<file path="src/hdl/ucld_pkg.sv">
// ----------------------------------------------------------------------------
// ucld_pkg
// Types and constants shared by the command line decoder modules.
// ----------------------------------------------------------------------------
package ucld_pkg;

  localparam int unsigned ACK_LEN = 12;

  localparam logic [7:0] CH_LF     = 8'h0A;
  localparam logic [7:0] CH_CR     = 8'h0D;
  localparam logic [7:0] CH_NUL    = 8'h00;
  localparam logic [7:0] CH_SPACE  = 8'h20;
  localparam logic [7:0] CH_TAB    = 8'h09;
  localparam logic [7:0] CH_VTAB   = 8'h0B;
  localparam logic [7:0] CH_FF     = 8'h0C;
  localparam logic [7:0] CH_PLUS   = 8'h2B;
  localparam logic [7:0] CH_MINUS  = 8'h2D;
  localparam logic [7:0] CH_ZERO   = 8'h30;
  localparam logic [7:0] CH_NINE   = 8'h39;

  localparam logic [6:0] VAL_MAX   = 7'd127;
  localparam logic [6:0] VAL_STOP  = 7'h30;
  localparam logic [6:0] VAL_START = 7'h31;
  localparam logic [6:0] VAL_OFF   = 7'h34;
  localparam logic [6:0] VAL_LON   = 7'h36;
  localparam logic [6:0] VAL_LOFF  = 7'h37;
  localparam logic [6:0] VAL_SHOT  = 7'h38;

  localparam logic REQ_BYTE = 1'b0;
  localparam logic REQ_TAKE = 1'b1;

  typedef enum logic [3:0] {
    CMD_NONE      = 4'd0,
    CMD_ACK       = 4'd1,
    CMD_STOP_CAL  = 4'd2,
    CMD_START_CAL = 4'd3,
    CMD_OFF       = 4'd4,
    CMD_LASER_ON  = 4'd5,
    CMD_LASER_OFF = 4'd6,
    CMD_SHOT      = 4'd7,
    CMD_UNKNOWN   = 4'd8
  } cmd_t;

  // number parser phase
  typedef enum logic [3:0] {
    PH_BLANK = 4'b0001,
    PH_SIGN  = 4'b0010,
    PH_DIGIT = 4'b0100,
    PH_BAD   = 4'b1000
  } phase_t;

  typedef struct packed {
    logic       zero_seen;
    logic [3:0] ack_pos;
    logic       ack_bad;
    phase_t     phase;
    logic       negative;
    logic [6:0] value;
    logic       too_large;
  } parse_t;

  localparam parse_t PARSE_CLEAR = '{
    zero_seen: 1'b0, ack_pos: 4'd0, ack_bad: 1'b0, phase: PH_BLANK,
    negative: 1'b0, value: 7'd0, too_large: 1'b0
  };

  function automatic logic [7:0] ack_char(input logic [3:0] pos);
    logic [7:0] ch;
    unique case (pos)
      4'd0:    ch = 8'h41; // A
      4'd1:    ch = 8'h43; // C
      4'd2:    ch = 8'h4B; // K
      4'd3:    ch = 8'h5F; // _
      4'd4:    ch = 8'h52; // R
      4'd5:    ch = 8'h45; // E
      4'd6:    ch = 8'h43; // C
      4'd7:    ch = 8'h45; // E
      4'd8:    ch = 8'h49; // I
      4'd9:    ch = 8'h56; // V
      4'd10:   ch = 8'h45; // E
      4'd11:   ch = 8'h44; // D
      default: ch = 8'h00;
    endcase
    return ch;
  endfunction

endpackage

</file>
<file path="src/hdl/uart_command_line_decoder.sv">
// ----------------------------------------------------------------------------
// uart_command_line_decoder
// Builds command lines from received bytes and holds the latest command.
//
//   channel | handshake           | payload
//   --------+---------------------+-----------------------------------
//   in      | in_valid / in_stall | in_req_type, in_rx_byte
//   out     | out_valid/out_stall | out_command, out_command_pending
//
// One item per cycle while neither channel stalls; the input register loads at accept
// and the line state update then lands in the result register when it advances.
// Synchronous active-low reset clears the line state and the pending command.
// A stalled result holds in the result register; the input register keeps
// taking items until it is full as well.
// ----------------------------------------------------------------------------
module uart_command_line_decoder
  import ucld_pkg::*;
#(
  parameter int unsigned MAX_LINE = 64
)(
  input  logic       clk,
  input  logic       rst_n,
  input  logic       in_valid,
  output logic       in_stall,
  input  logic       in_req_type,
  input  logic [7:0] in_rx_byte,
  output logic       out_valid,
  input  logic       out_stall,
  output logic [3:0] out_command,
  output logic       out_command_pending
);

  localparam int unsigned CNT_W = $clog2(MAX_LINE);
  localparam logic [CNT_W-1:0] CNT_LAST = CNT_W'(MAX_LINE - 1);

  logic             in_valid_r;
  logic             req_r;
  logic [7:0]       byte_r;

  logic             out_valid_r, out_valid_nxt;
  cmd_t             cmd_r, cmd_nxt;
  logic             pend_flag_r;

  logic [CNT_W-1:0] count_r, count_nxt;
  parse_t           parse_r, parse_nxt;
  cmd_t             pend_r, pend_nxt;

  parse_t           parse_fed;
  cmd_t             line_cmd;

  logic             out_free;
  logic             advance;

  assign out_free = !out_valid_r || !out_stall;
  assign advance  = in_valid_r && out_free;
  assign in_stall = in_valid_r && !out_free;

  ucld_parser u_parser (
    .cur      (parse_r),
    .ch       (byte_r),
    .nxt      (parse_fed),
    .line_cmd (line_cmd)
  );

  always_comb begin
    count_nxt = count_r;
    parse_nxt = parse_r;
    pend_nxt  = pend_r;
    cmd_nxt   = CMD_NONE;
    if (req_r == REQ_TAKE) begin
      cmd_nxt  = pend_r;
      pend_nxt = CMD_NONE;
    end else if (byte_r == CH_LF) begin
      if (count_r != '0) begin
        pend_nxt = line_cmd;
      end
      count_nxt = '0;
      parse_nxt = PARSE_CLEAR;
    end else if ((byte_r != CH_CR) && (count_r != CNT_LAST)) begin
      count_nxt = count_r + CNT_W'(1);
      if (byte_r == CH_NUL) begin
        parse_nxt.zero_seen = 1'b1;
      end else if (!parse_r.zero_seen) begin
        parse_nxt = parse_fed;
      end
    end
  end

  assign out_valid_nxt = advance || (out_valid_r && out_stall);

  always_ff @(posedge clk) begin
    if (!rst_n) begin
      in_valid_r  <= 1'b0;
      out_valid_r <= 1'b0;
      count_r     <= '0;
      parse_r     <= PARSE_CLEAR;
      pend_r      <= CMD_NONE;
    end else begin
      if (!in_stall) begin
        in_valid_r <= in_valid;
      end
      out_valid_r <= out_valid_nxt;
      if (advance) begin
        count_r <= count_nxt;
        parse_r <= parse_nxt;
        pend_r  <= pend_nxt;
      end
    end
  end

  // payload registers
  always_ff @(posedge clk) begin
    if (!in_stall && in_valid) begin
      req_r  <= in_req_type;
      byte_r <= in_rx_byte;
    end
    if (advance) begin
      cmd_r       <= cmd_nxt;
      pend_flag_r <= (pend_nxt != CMD_NONE);
    end
  end

  assign out_valid           = out_valid_r;
  assign out_command         = cmd_r;
  assign out_command_pending = pend_flag_r;

endmodule

</file>
<file path="src/hdl/ucld_parser.sv">
// ----------------------------------------------------------------------------
// ucld_parser
// Per-character parser update and line-to-command mapping.
// ----------------------------------------------------------------------------
module ucld_parser
  import ucld_pkg::*;
(
  input  parse_t     cur,
  input  logic [7:0] ch,
  output parse_t     nxt,
  output cmd_t       line_cmd
);

  logic        digit;
  logic        blank;
  logic [3:0]  dval;
  logic [10:0] prod;
  logic        ack_done;

  assign digit = (ch >= CH_ZERO) && (ch <= CH_NINE);
  assign blank = (ch == CH_SPACE) || (ch == CH_TAB) || (ch == CH_VTAB) || (ch == CH_FF);
  assign dval  = 4'(ch - CH_ZERO);
  assign prod  = 11'({4'd0, cur.value} * 11'd10) + 11'(dval);

  always_comb begin
    nxt = cur;

    if (!cur.ack_bad) begin
      if ((cur.ack_pos < 4'(ACK_LEN)) && (ch == ack_char(cur.ack_pos))) begin
        nxt.ack_pos = cur.ack_pos + 4'd1;
      end else begin
        nxt.ack_bad = 1'b1;
      end
    end

    unique case (cur.phase)
      PH_BLANK: begin
        if (blank) begin
          nxt.phase = PH_BLANK;
        end else if ((ch == CH_PLUS) || (ch == CH_MINUS)) begin
          nxt.negative = (ch == CH_MINUS);
          nxt.phase    = PH_SIGN;
        end else if (!digit) begin
          nxt.phase = PH_BAD;
        end
      end
      PH_SIGN, PH_DIGIT: begin
        if (!digit) begin
          nxt.phase = PH_BAD;
        end
      end
      PH_BAD: nxt.phase = PH_BAD;
      default: nxt.phase = PH_BAD;
    endcase

    if (digit && (nxt.phase != PH_BAD)) begin
      nxt.phase = PH_DIGIT;
      if (cur.too_large || (prod > 11'(VAL_MAX))) begin
        nxt.too_large = 1'b1;
        nxt.value     = VAL_MAX;
      end else begin
        nxt.value = prod[6:0];
      end
    end
  end

  assign ack_done = !cur.ack_bad && (cur.ack_pos == 4'(ACK_LEN));

  always_comb begin
    if (ack_done) begin
      line_cmd = CMD_ACK;
    end else if ((cur.phase != PH_DIGIT) || cur.negative || cur.too_large) begin
      line_cmd = CMD_UNKNOWN;
    end else begin
      unique case (cur.value)
        VAL_STOP:  line_cmd = CMD_STOP_CAL;
        VAL_START: line_cmd = CMD_START_CAL;
        VAL_OFF:   line_cmd = CMD_OFF;
        VAL_LON:   line_cmd = CMD_LASER_ON;
        VAL_LOFF:  line_cmd = CMD_LASER_OFF;
        VAL_SHOT:  line_cmd = CMD_SHOT;
        default:   line_cmd = CMD_UNKNOWN;
      endcase
    end
  end

endmodule

</file>
<file path="config.mk">
export PLATFORM = sky130hd
export DESIGN_NAME = uart_command_line_decoder
export DESIGN_NICKNAME = d
export VERILOG_FILES = /design/src/hdl/ucld_pkg.sv /design/src/hdl/uart_command_line_decoder.sv /design/src/hdl/ucld_parser.sv
export SDC_FILE = /design/constraint.sdc
export NUM_CORES = 1
export LEC_CHECK = 0
export BUFFER_PORTS_ARGS = -buffer_cell sky130_fd_sc_hd__clkbuf_2
export CAP_MARGIN = 40
export CORE_ASPECT_RATIO = 1.1
export CORE_MARGIN = 3
export CORE_UTILIZATION = 31
export DETAILED_ROUTE_END_ITERATION = 8
export HOLD_SLACK_MARGIN = 0.06
export PLACE_DENSITY_LB_ADDON = 0.25
export SLEW_MARGIN = 10
export SYNTH_ARGS = -nofsm -noshare
export SYNTH_HDL_FRONTEND = slang
export SYNTH_SLANG_ARGS = --single-unit
export TNS_END_PERCENT = 50
</file>
<file path="constraint.sdc">
create_clock -name clk -period 2.4 [get_ports clk]
set_input_delay 0.36 -clock clk [delete_from_list [all_inputs] [get_ports clk]]
set_output_delay 0.36 -clock clk [all_outputs]
set_load 0.02 [all_outputs]
</file>
Yosys cells after proc, flatten, opt, wreduce, memory -nomap -nowiden
Memory sizes are Yosys's and may differ from the RTL's. A register that Yosys moved wholly into a read port is not among the register bits.
Index checks and enable logic that the tools add are counted.

storage, ports and cells
  ROM bits = 96
  bits in latches = 0
  bits of input ports = 13
  bits in writable memories = 0
  memories kept = 1
  bits in registers = 45
  word-level logic and storage cells = 121

memory list
  memory            words  width  rd ports  clocked after memory_dff  wr ports  line            RTL
  (name not given)  16     6      1         1                         0         ucld_pkg.sv:69  unique case (pos)

operators by class
  shift operators = 0
  bitwise operators = 1
  add/subtract/negate cells = 4
  divide/modulo/power cells = 0
  eq/ne operators = 26
  reduce and logical (&&, ||, !) cells = 39
  $lt $le $gt $ge = 4
  multipliers = 1
  muxes and demuxes = 30

operators by type and width
  operator                                                                             number
  19-bit two-way mux                                                                   3
  4-bit two-way mux                                                                    12
  7-bit by 6-bit equality test with 1-bit output, second input constant                6
  8-bit by 4-bit equality test with 1-bit output, second input constant                4
  8-bit by 6-bit equality test with 1-bit output, second input constant                3
  4-bit one-hot mux with 6 select lines                                                1
  18-bit two-way mux                                                                   1
  8-bit two-way mux                                                                    2
  7-bit AND reduction                                                                  2
  6-bit two-way mux                                                                    2
  2-bit nonzero test                                                                   6
  11-bit by 4-bit adder with 11-bit output                                             1
  11-bit by 7-bit > comparator with 1-bit output, second input constant                1
  7-bit by 3-bit multiplier with 10-bit output, second input constant                  1
  1-bit logical AND                                                                    9
  1-bit logical OR                                                                     9
  8-bit equality test                                                                  1
  8-bit by 6-bit greater-or-equal comparator with 1-bit output, second input constant  1
  8-bit by 6-bit <= comparator with 1-bit output, second input constant                1
  8-bit logical NOT                                                                    1
  8-bit by 4-bit != test with 1-bit output, second input constant                      1
  4-bit one-hot mux with 2 select lines                                                1
  8-bit AND reduction                                                                  1
  7-bit two-way mux                                                                    1
  23 further kinds                                                                     34

Longest topological paths before layout
Gate-level depths: netlist of run 1.

  word-level depth = 15
  mapped depth = 10
  mapped depth without buffers = 10

Hierarchy
From an unflattened synthesis of run 1, not the netlist that was laid out.

unflattened totals
  cells, all modules = 358
  area total of the unflattened synthesis = 3055.4 um^2

by module, submodules not included
  module                     sequential area each (um^2)  times used  area an instance (um^2)  cells each
  uart_command_line_decoder  1041.0                       1           1916.8                   191
  ucld_parser                0.0                          1           1138.6                   167

Worst setup path after synthesis of run 1
Ideal clock, no wire load.

  path type = register -> register
  start point = register byte_r[2]
  end point = register (tool-made name)
  buffers on the path = 1
  stages on the path, launching flop included = 9
  setup slack = -0.044 ns
  data arrival time = 2.322 ns
  period minus slack after synthesis = 2.444 ns
  cells stage by stage = edfxtp_1 > clkbuf_1 > and4b_4 > a2111oi_4 > a31oi_4 > nor2_4 > mux2i_4 > nand2_1 > a221o_1

RTL lines
  what                      line                              RTL
  start: declaration        uart_command_line_decoder.sv:38   logic [7:0] byte_r;
  start signal: assignment  uart_command_line_decoder.sv:115  byte_r <= in_rx_byte;

==> flow_summary.ini, run 1 <==
[drt]
ant_nets = 0
drc_errors = 0
drt-total-wl_microns = 7030
first_pass_iters = 4
drtIter0Drc = 171
via_per_inst = 5.04
wl_per_cell_microns = 13.7
vias = 2588

[timing]
timing.hold.ws_ns = 0.226
slew-limit-headroom_pct = 62.8
rsz0062_at_grt = yes
layout_min_cycle_time_ns = 2.41
setup_viol = 1
timing.fmax_ghz = 0.414
period_share_pct = 101
setup_ws_ns = -0.0139
tightest_slew_ns = 0.556
hold_viol_final = 0
skew_ns = 0.00358
finalSetupTns_ns = -0.0139
maxSlewViolCount = 0

[clock_tree]
h-tree-depth = 2
insertion_delay_ns = 0.30
cts_tree = yes
clockRootBuffer = clkbuf_8
cts.sinks = 51
clockBufferDepth = 2
cts.clk_slew.worst_paths_ns = 0.09
cts_inserted_buffers = 5

[layout]
fillerInstances = 919
fin_util_pct = 41.3
diodes = 0
postLayoutCellArea_sq_mm = 0.00394
stdcell_count = 513
multiInputGateArea_sq_mm = 0.00200
areaGrowthSynthToFinish_pct = 27.5
regArea_sq_mm = 0.00117
drive_gt1_share_pct = 31.1
fin_nets = 427

[synth]
synth.yosys.seq_area_share_pct = 37.6
syn_area_sq_mm = 0.00309
syn_inst = 327
syn_avg_cell_area_sq_um = 9.45
ys_warn_count = 0
synth_seq_cells = 51
synth_edf_count = 14
syn_nets = 359
synthDistinctLibCells = 63
synthArstFlopShare_pct = 0
ys.flop_type = dfxtp_1

[global_route]
grt-ovfl-total = 0
grt_pass1_vias = 2507
antenna_found_initial = 0
grt_util_all_layers_pct = 12.5
grt_pass1_wl_microns = 11500
grt_max_degree = 22

[floorplan]
dieHeight_microns = 111
die_area_sq_mm = 0.0112
fp-row-count = 37
dieWidth_microns = 101
initial_core_util_pct = 32.4
core_sq_mm = 0.00954
ios = 20

[place]
port_buffers = 19
post-place-cells = 496
place.gp.congestion = 0.841
place_ws_ns = -0.173
dp_hpwl_microns = 5200
dpl_cell_area_sq_mm = 0.00363

[power_and_ir_drop]
ir_drop_mv = 0.212
power_density_mw_per_mm2 = 396
power_frac_seq_pct = 59.4
leakage_nw = 1.57
p_clk_share_pct = 31.6
switchingPower_mw = 0.385
p_int_mw = 1.18
sw_frac_of_total_pct = 24.7
p_comb_share_pct = 9.0
power.total_mw = 1.56

[critical_path]
arrival_ns = 2.61
worst-r2r-cell-count = 8
cp-start-kind = flip-flop
startpoint = byte_r[4]
worstSetupPathType = flip-flop to flip-flop
r2r_start = byte_r[4]
crit_fanout = 6
critical_path_required_ns = 2.60
reg2reg_slack_ns = -0.01
crit_path_end_kind = flip-flop

[worst_hold_path]
hp-start = in_rx_byte[7]
hold_depth = 1
min_path_type = input port to flip-flop

[job]
maxCapViolCount = 0

[status]
violations = setup timing
status = finished with violations
-- worst min-delay path by stage --
stage          slack, ns         end
6_report            0.23   byte_r[7]
3_3_place_gp        0.47  parse_r[8]
2_1_floorplan       0.44  parse_r[8]
4_1_cts             0.21   byte_r[4]
3_5_place_dp        0.47   pend_r[0]
5_1_grt             0.21   byte_r[4]
-- Yosys cell counts, types with 4 or more instances --
cell	n	area [sq um]
nor2b_1	10	62.6
edfxtp_1	14	420
nor2_1	23	86.3
dfxtp_1	37	741
clkbuf_1	9	33.8
ha_1	17	213
and2_1	6	37.5
nor3_1	4	20.0
nand3_1	7	35.0
nor4_1	7	43.8
nand4_1	5	31.3
a21o_1	5	37.5
nand2b_1	5	31.3
inv_1	11	41.3
a31oi_1	4	25.0
xor2_1	11	96.3
a21oi_1	15	75.1
o21ai_0	18	90.1
nand2_1	31	116
mux2i_1	6	60.1
a21boi_0	13	97.6
and3_1	4	25.0
xnor2_1	9	78.8
-- kinds of logic (layout without fill, tap and decap cells) --
group,after synthesis,count (layout),share of synthesized area (%)
compound gates,79,79,18.1
xor+xnor,21,21,6.20
fa+ha+maj,19,19,8.18
buf+inv,23,92,2.92
flops,51,51,37.6
mux,9,9,3.77
simple gates,125,125,23.2
-- worst max-delay path: stages, from the launching register on --
cell and delay (ns):
edfxtp_1 0.49, nor4_4 0.30, buf_4 0.20, and4b_2 0.27
a31oi_4 0.06, nor2_4 0.24, mux2i_4 0.35, nand2_1 0.08
a221o_1 0.30
-- final cells by class --
type,instances,share of cell area [%]
flip-flops and latches,51,29.6
clock inverters,2,0.318
repair buffers,73,12.8
inverters,11,1.05
well taps,117,3.72
multi-input cells,253,50.7
clock buffers,6,1.84
-- layout by cell type (no fill, tap or decap), types with 6 or more instances in the layout --
master    synthesis  layout
o21ai_0          18      10
buf_4             0      53
xor2_1           11      10
dfxtp_1          37      33
inv_1            11      11
ha_1             17      13
o21ai_2           0       6
a21oi_1          15      13
nand3_1           7       6
clkbuf_2          1      19
nand2_1          31      31
edfxtp_1         14      14
nor2_1           23      23
nor4_1            7       6
a21boi_0         13      10
nor2b_1          10      10
xnor2_1           9       8
-- power by group through the flow --
stage | Combinational [mW] | Sequential [mW] | Clock (mW)
floorplan | 0.0755 | 0.945 | 0
global placement | 0.128 | 0.947 | 0
detailed placement | 0.128 | 0.948 | 0
CTS | 0.130 | 0.929 | 0.516
global route | 0.154 | 0.932 | 0.543
finish | 0.140 | 0.928 | 0.493
-- layer usage --
layer	wire length, microns	part of all wire, %	track usage, %
met5	0	0	0
met4	111	1.6	4.34
met3	161	2.3	2.08
met2	3500	50	20.9
met1	3260	46	16.0
-- timing repair --
| item | 4_1_cts | 5_1_grt |
|---|---|---|
| setup buffers | 0 | 9 |
| hold buffers | 0 | 0 |
| resized for setup | 7 | 34 |
| pin swaps | 1 | 14 |
| setup endpoints to repair | 13 | 15 |
No activity file was read; power rests on OpenSTA's default activity.
==> run 2, diff against run 1 <==
clock period = 3 ns   (was 2.4 ns; I/O delays follow)
==> run 2 against run 1 <==
Compared with the run above:
- via count is 6.7% lower
- the flow now finishes without violations
- utilization is 5.2 points lower
- sequential share of layout area is 4.2 points higher
- worst hold slack better by 0.091 ns
- combinational power is 36% lower
==> flow_summary.ini, run 2 (same netlist as run 1, synthesis figures left out) <==
[layout]
fin_util_pct = 36.1
multiInputGateArea_sq_mm = 0.00184
final_cell_mix = dfxtp_1 (36), nand2_1 (31), nor2_1 (23), clkbuf_2 (19), o21ai_0 (18)
drive_gt1_share_pct = 15.4
regArea_sq_mm = 0.00116
fin_nets = 382
layout_commonest_cell = dfxtp_1
fillerInstances = 987
areaGrowthSynthToFinish_pct = 11.3
diodes = 0

[critical_path]
startpoint = parse_r[2]
crit_top_cell = ha_1
cp_top_family = adder cells
cp.depth = 10
arrival_ns = 2.90
crit_path_end_kind = flip-flop
cp.buffers_inverters = 0
crit_fanout = 8
cp-start-kind = flip-flop
critical_path_required_ns = 3.20
cp_slowest_cell = fa_1
path_cells = ha_1 -> ha_1 -> fa_1 -> xor2_1 -> o2111ai_1 -> a21oi_1 -> mux2_2 -> nand3_1 -> o21ai_0 -> a21boi_0
r2r_end = parse_r[2]
reg2reg_slack_ns = 0.30
worstSetupPathType = flip-flop to flip-flop
crit_path_max_incr_delay_ns = 0.41
worst-r2r-cell-count = 10
r2r_start = parse_r[2]
endpoint = parse_r[2]

[status]
status = complete, no violations

[drt]
drt-total-wl_microns = 6640
drtIter0Drc = 108
first_pass_iters = 4
ant_nets = 0
vias = 2415
via_per_inst = 5.16
wl_per_cell_microns = 14.2
drc_errors = 0

[floorplan]
ios = 20
core_sq_mm = 0.00954
dieWidth_microns = 101
fp-row-count = 37
die_area_sq_mm = 0.0112
dieHeight_microns = 111
initial_core_util_pct = 32.4

[power_and_ir_drop]
power.total_mw = 1.23
power_density_mw_per_mm2 = 358
leakage_nw = 1.32
ir_drop_mv = 0.194

[global_route]
grt_util_all_layers_pct = 12.3
grt_pass1_wl_microns = 11400
grtUsageMet3_pct = 2.27
grt_max_degree = 22
grt_use_met1_pct = 16.4
antenna_found_initial = 0
grt_pass1_vias = 2370
grt_util_met2_pct = 20.7
grt-busiest-layer = met2
grt-ovfl-total = 0

[place]
place_ws_ns = 0.266
port_buffers = 19
place.gp.congestion = 0.791
dp_hpwl_microns = 5120

[clock_tree]
cts_tree = yes
insertion_delay_ns = 0.30
cts.clk_slew.worst_paths_ns = 0.10
h-tree-depth = 2
cts_inserted_buffers = 5
cts.sinks = 51
clockBufferDepth = 2
clockRootBuffer = clkbuf_8
cts_hold_buf = 0

[timing]
period_share_pct = 90.0
layout_min_cycle_time_ns = 2.70
skew_ns = 0.0105
hold_viol_final = 0
setup_viol = 0
tightest_slew_ns = 0.550
finalSetupTns_ns = 0
timing.fmax_ghz = 0.370
rsz0062_at_grt = no
maxSlewViolCount = 0
slew-limit-headroom_pct = 63.1
setup_ws_ns = 0.299
timing.hold.ws_ns = 0.317

[worst_hold_path]
min_path_type = input port to flip-flop
hp-start = in_rx_byte[2]

[job]
maxCapViolCount = 0
==> run 2: changes by cell type in the layout (fill, tap and decap cells not counted), sizes merged <==
| cell | before | now |
|---|---|---|
| buf | 54 | 9 |
| clkbuf | 25 | 24 |
| clkinvlp | 1 | 2 |
==> run 2: worst min path at each step <==
stage                  to  slack, ns  cells past startpoint
2_1_floorplan  parse_r[8]       0.44                      2
3_3_place_gp   parse_r[8]       0.47                      2
3_5_place_dp   parse_r[8]       0.47                      2
4_1_cts         byte_r[2]       0.31                      1
5_1_grt         byte_r[1]       0.30                      1
6_report        byte_r[2]       0.32                      1
==> run 2: area by class of cell <==
type | count | share of cell area [%]
Clock buffer | 5 | 2.00
Clock inverter | 3 | 0.582
Inverter | 11 | 1.20
Multi-Input combinational cell | 253 | 53.4
Sequential cell | 51 | 33.8
Tap cell | 117 | 4.26
Timing Repair Buffer | 28 | 4.73
==> run 2: power by group <==
| group | switching, mW | internal (mW) | leakage (nW) | total (mW) |
|---|---|---|---|---|
| combinational | 0.0500 | 0.0393 | 0.848 | 0.0893 |
| clock | 0.235 | 0.163 | 0.0402 | 0.397 |
| sequential | 0.0213 | 0.723 | 0.436 | 0.744 |
| total | 0.306 | 0.925 | 1.32 | 1.23 |
==> run 2: layer usage <==
layer  share of wire (%)  vias up
met3                 2.2        6
met4                0.81        0
li1                    -     1234
met2                  49       23
met1                  48     1152
met5                   0        -
==> run 2: through the flow <==
stage                     std cells  area, sq um
after global routing            468         3440
after CTS                       468         3440
after floorplan                 327         3090
final                           468         3440
after global placement          460         3350
after detailed placement        460         3350
==> run 2: worst reg2reg max path, stage by stage, from the launching register on <==
cell,delay [ns]
dfxtp_1,0.33
ha_1,0.29
ha_1,0.23
fa_1,0.41
xor2_1,0.26
o2111ai_1,0.19
a21oi_1,0.16
mux2_2,0.16
nand3_1,0.21
o21ai_0,0.26
a21boi_0,0.11
==> run 2: timing repair <==
item                                    in CTS  in global routing
setup buffers                                0                  0
endpoints found under the setup margin       0                  1
resized for setup                            0                  1
==> run 3, diff against run 2 <==
RECOVER_POWER = 25   (was unset)
==> run 3 against run 2 <==
Compared with the run above:
- routed wire length increased by 0.11%
- clock power about the same
- die area unchanged
- clock skew about the same
- non-clock buffer count unchanged
- clock-buffer cell count unchanged
- first-iteration DRC count unchanged
- via count decreased by 0.12%
- flip-flop and latch count unchanged
- largest power group unchanged
==> flow_summary.ini, run 3 (same netlist as run 1, synthesis figures left out) <==
[critical_path]
path_cells = ha_1 -> ha_1 -> fa_1 -> xor2_1 -> o2111ai_1 -> a21oi_1 -> mux2_2 -> nand3_1 -> o21ai_0 -> a21boi_0
cp.depth = 10
cp_slowest_cell = fa_1
cp-start-kind = flip-flop
cp_top_family = adder cells
reg2reg_slack_ns = 0.30
endpoint = parse_r[2]
critical_path_required_ns = 3.20
crit_top_cell = ha_1
crit_path_end_kind = flip-flop
crit_fanout = 8
startpoint = parse_r[2]
r2r_end = parse_r[2]
crit_path_max_incr_delay_ns = 0.41
arrival_ns = 2.90
worstSetupPathType = flip-flop to flip-flop
cp.buffers_inverters = 0
worst-r2r-cell-count = 10
r2r_start = parse_r[2]

[global_route]
grt_max_degree = 22
grt_pass1_wl_microns = 11400
grt-ovfl-total = 0
grt_util_all_layers_pct = 12.3
grt_pass1_vias = 2370
antenna_found_initial = 0

[timing]
timing.fmax_ghz = 0.370
skew_ns = 0.0104
hold_viol_final = 0
finalSetupTns_ns = 0
tightest_slew_ns = 0.897
period_share_pct = 90.0
layout_min_cycle_time_ns = 2.70
slew-limit-headroom_pct = 40.2
rsz0062_at_grt = no
setup_ws_ns = 0.299
maxSlewViolCount = 0
setup_viol = 0

[clock_tree]
cts_hold_buf = 0
cts.clk_slew.worst_paths_ns = 0.10
insertion_delay_ns = 0.30
clockBufferDepth = 2
h-tree-depth = 2
clockRootBuffer = clkbuf_8
cts_tree = yes
cts.sinks = 51
post-cts-setup-buffer-count = 0
post_cts_resized = 0
cts_inserted_buffers = 5

[layout]
final_cell_mix = dfxtp_1 (36), nand2_1 (31), nor2_1 (23), o21ai_0 (18), clkbuf_2 (18)
diodes = 0
layout_commonest_cell = dfxtp_1
areaGrowthSynthToFinish_pct = 11.2
drive_gt1_share_pct = 14.5
fin_nets = 382

[floorplan]
die_area_sq_mm = 0.0112
ios = 20
core_sq_mm = 0.00954
initial_core_util_pct = 32.4
fp-row-count = 37
dieHeight_microns = 111
dieWidth_microns = 101

[power_and_ir_drop]
power.total_mw = 1.23
leakage_nw = 1.32
ir_drop_mv = 0.194
power_density_mw_per_mm2 = 358

[worst_hold_path]
min_path_type = input port to flip-flop

[drt]
drc_errors = 0
wl_per_cell_microns = 14.2
ant_nets = 0
vias = 2412
via_per_inst = 5.15
drt-total-wl_microns = 6650
drtIter0Drc = 108
first_pass_iters = 4

[status]
status = complete, no violations

[place]
dp_hpwl_microns = 5120
place.gp.congestion = 0.791
port_buffers = 19
place_ws_ns = 0.266

[job]
maxCapViolCount = 0
run 3: cell count changes in the layout (fill, tap and decap cells not counted), sizes merged:
| cell | before | now |
|---|---|---|
| buf | 9 | 8 |
| clkbuf | 24 | 25 |
run 3: layer usage:
metal	routed length, microns	up-vias	GRT usage [%]
li1	-	1235	-
met1	3210	1148	16.4
met2	3240	23	20.7
met3	145	6	2.27
met4	54	0	2.13
met5	0	-	0
run 3: worst reg2reg max path, cell delays in order (launching register included):
cell       delay [ns]
dfxtp_1          0.33
ha_1             0.29
ha_1             0.23
fa_1             0.41
xor2_1           0.26
o2111ai_1        0.19
a21oi_1          0.16
mux2_2           0.16
nand3_1          0.21
o21ai_0          0.26
a21boi_0         0.11
run 3: cell type report:
type	count	area [sq um]
Multi-Input combinational cell	253	1840
Clock inverter	3	20.0
Fill cell	984	6100
Clock buffer	5	68.8
Tap cell	117	146
Sequential cell	51	1160
Inverter	11	41.3
Timing Repair Buffer	28	158
run 3: worst min path at each step:
| stage | slack [ns] | startpoint | depth (start not counted) | endpoint |
|---|---|---|---|---|
| 6_report | 0.32 | in_rx_byte[2] | 1 | byte_r[2] |
| 5_1_grt | 0.30 | in_rx_byte[1] | 1 | byte_r[1] |
| 4_1_cts | 0.31 | in_rx_byte[2] | 1 | byte_r[2] |
| 3_5_place_dp | 0.47 | parse_r[8] | 2 | parse_r[8] |
| 3_3_place_gp | 0.47 | parse_r[8] | 2 | parse_r[8] |
| 2_1_floorplan | 0.44 | parse_r[8] | 2 | parse_r[8] |
run 3: power breakdown:
group          leakage [nW]  total, mW  switching, mW  internal, mW
logic                 0.841     0.0884         0.0500        0.0384
clock network        0.0402      0.397          0.235         0.163
registers             0.436      0.744         0.0213         0.723
total                  1.32       1.23          0.306         0.924
run 3: through the flow:
stage	cell area, sq um	util (%)	std cells	hold slack [ns]
final	3430	36.0	468	0.317
after global routing	3430	36.0	468	0.302
after CTS	3440	36.1	468	0.306
after detailed placement	3350	35.1	460	0.470
after global placement	3350	35.1	460	0.468
after floorplan	3090	-	327	0.441
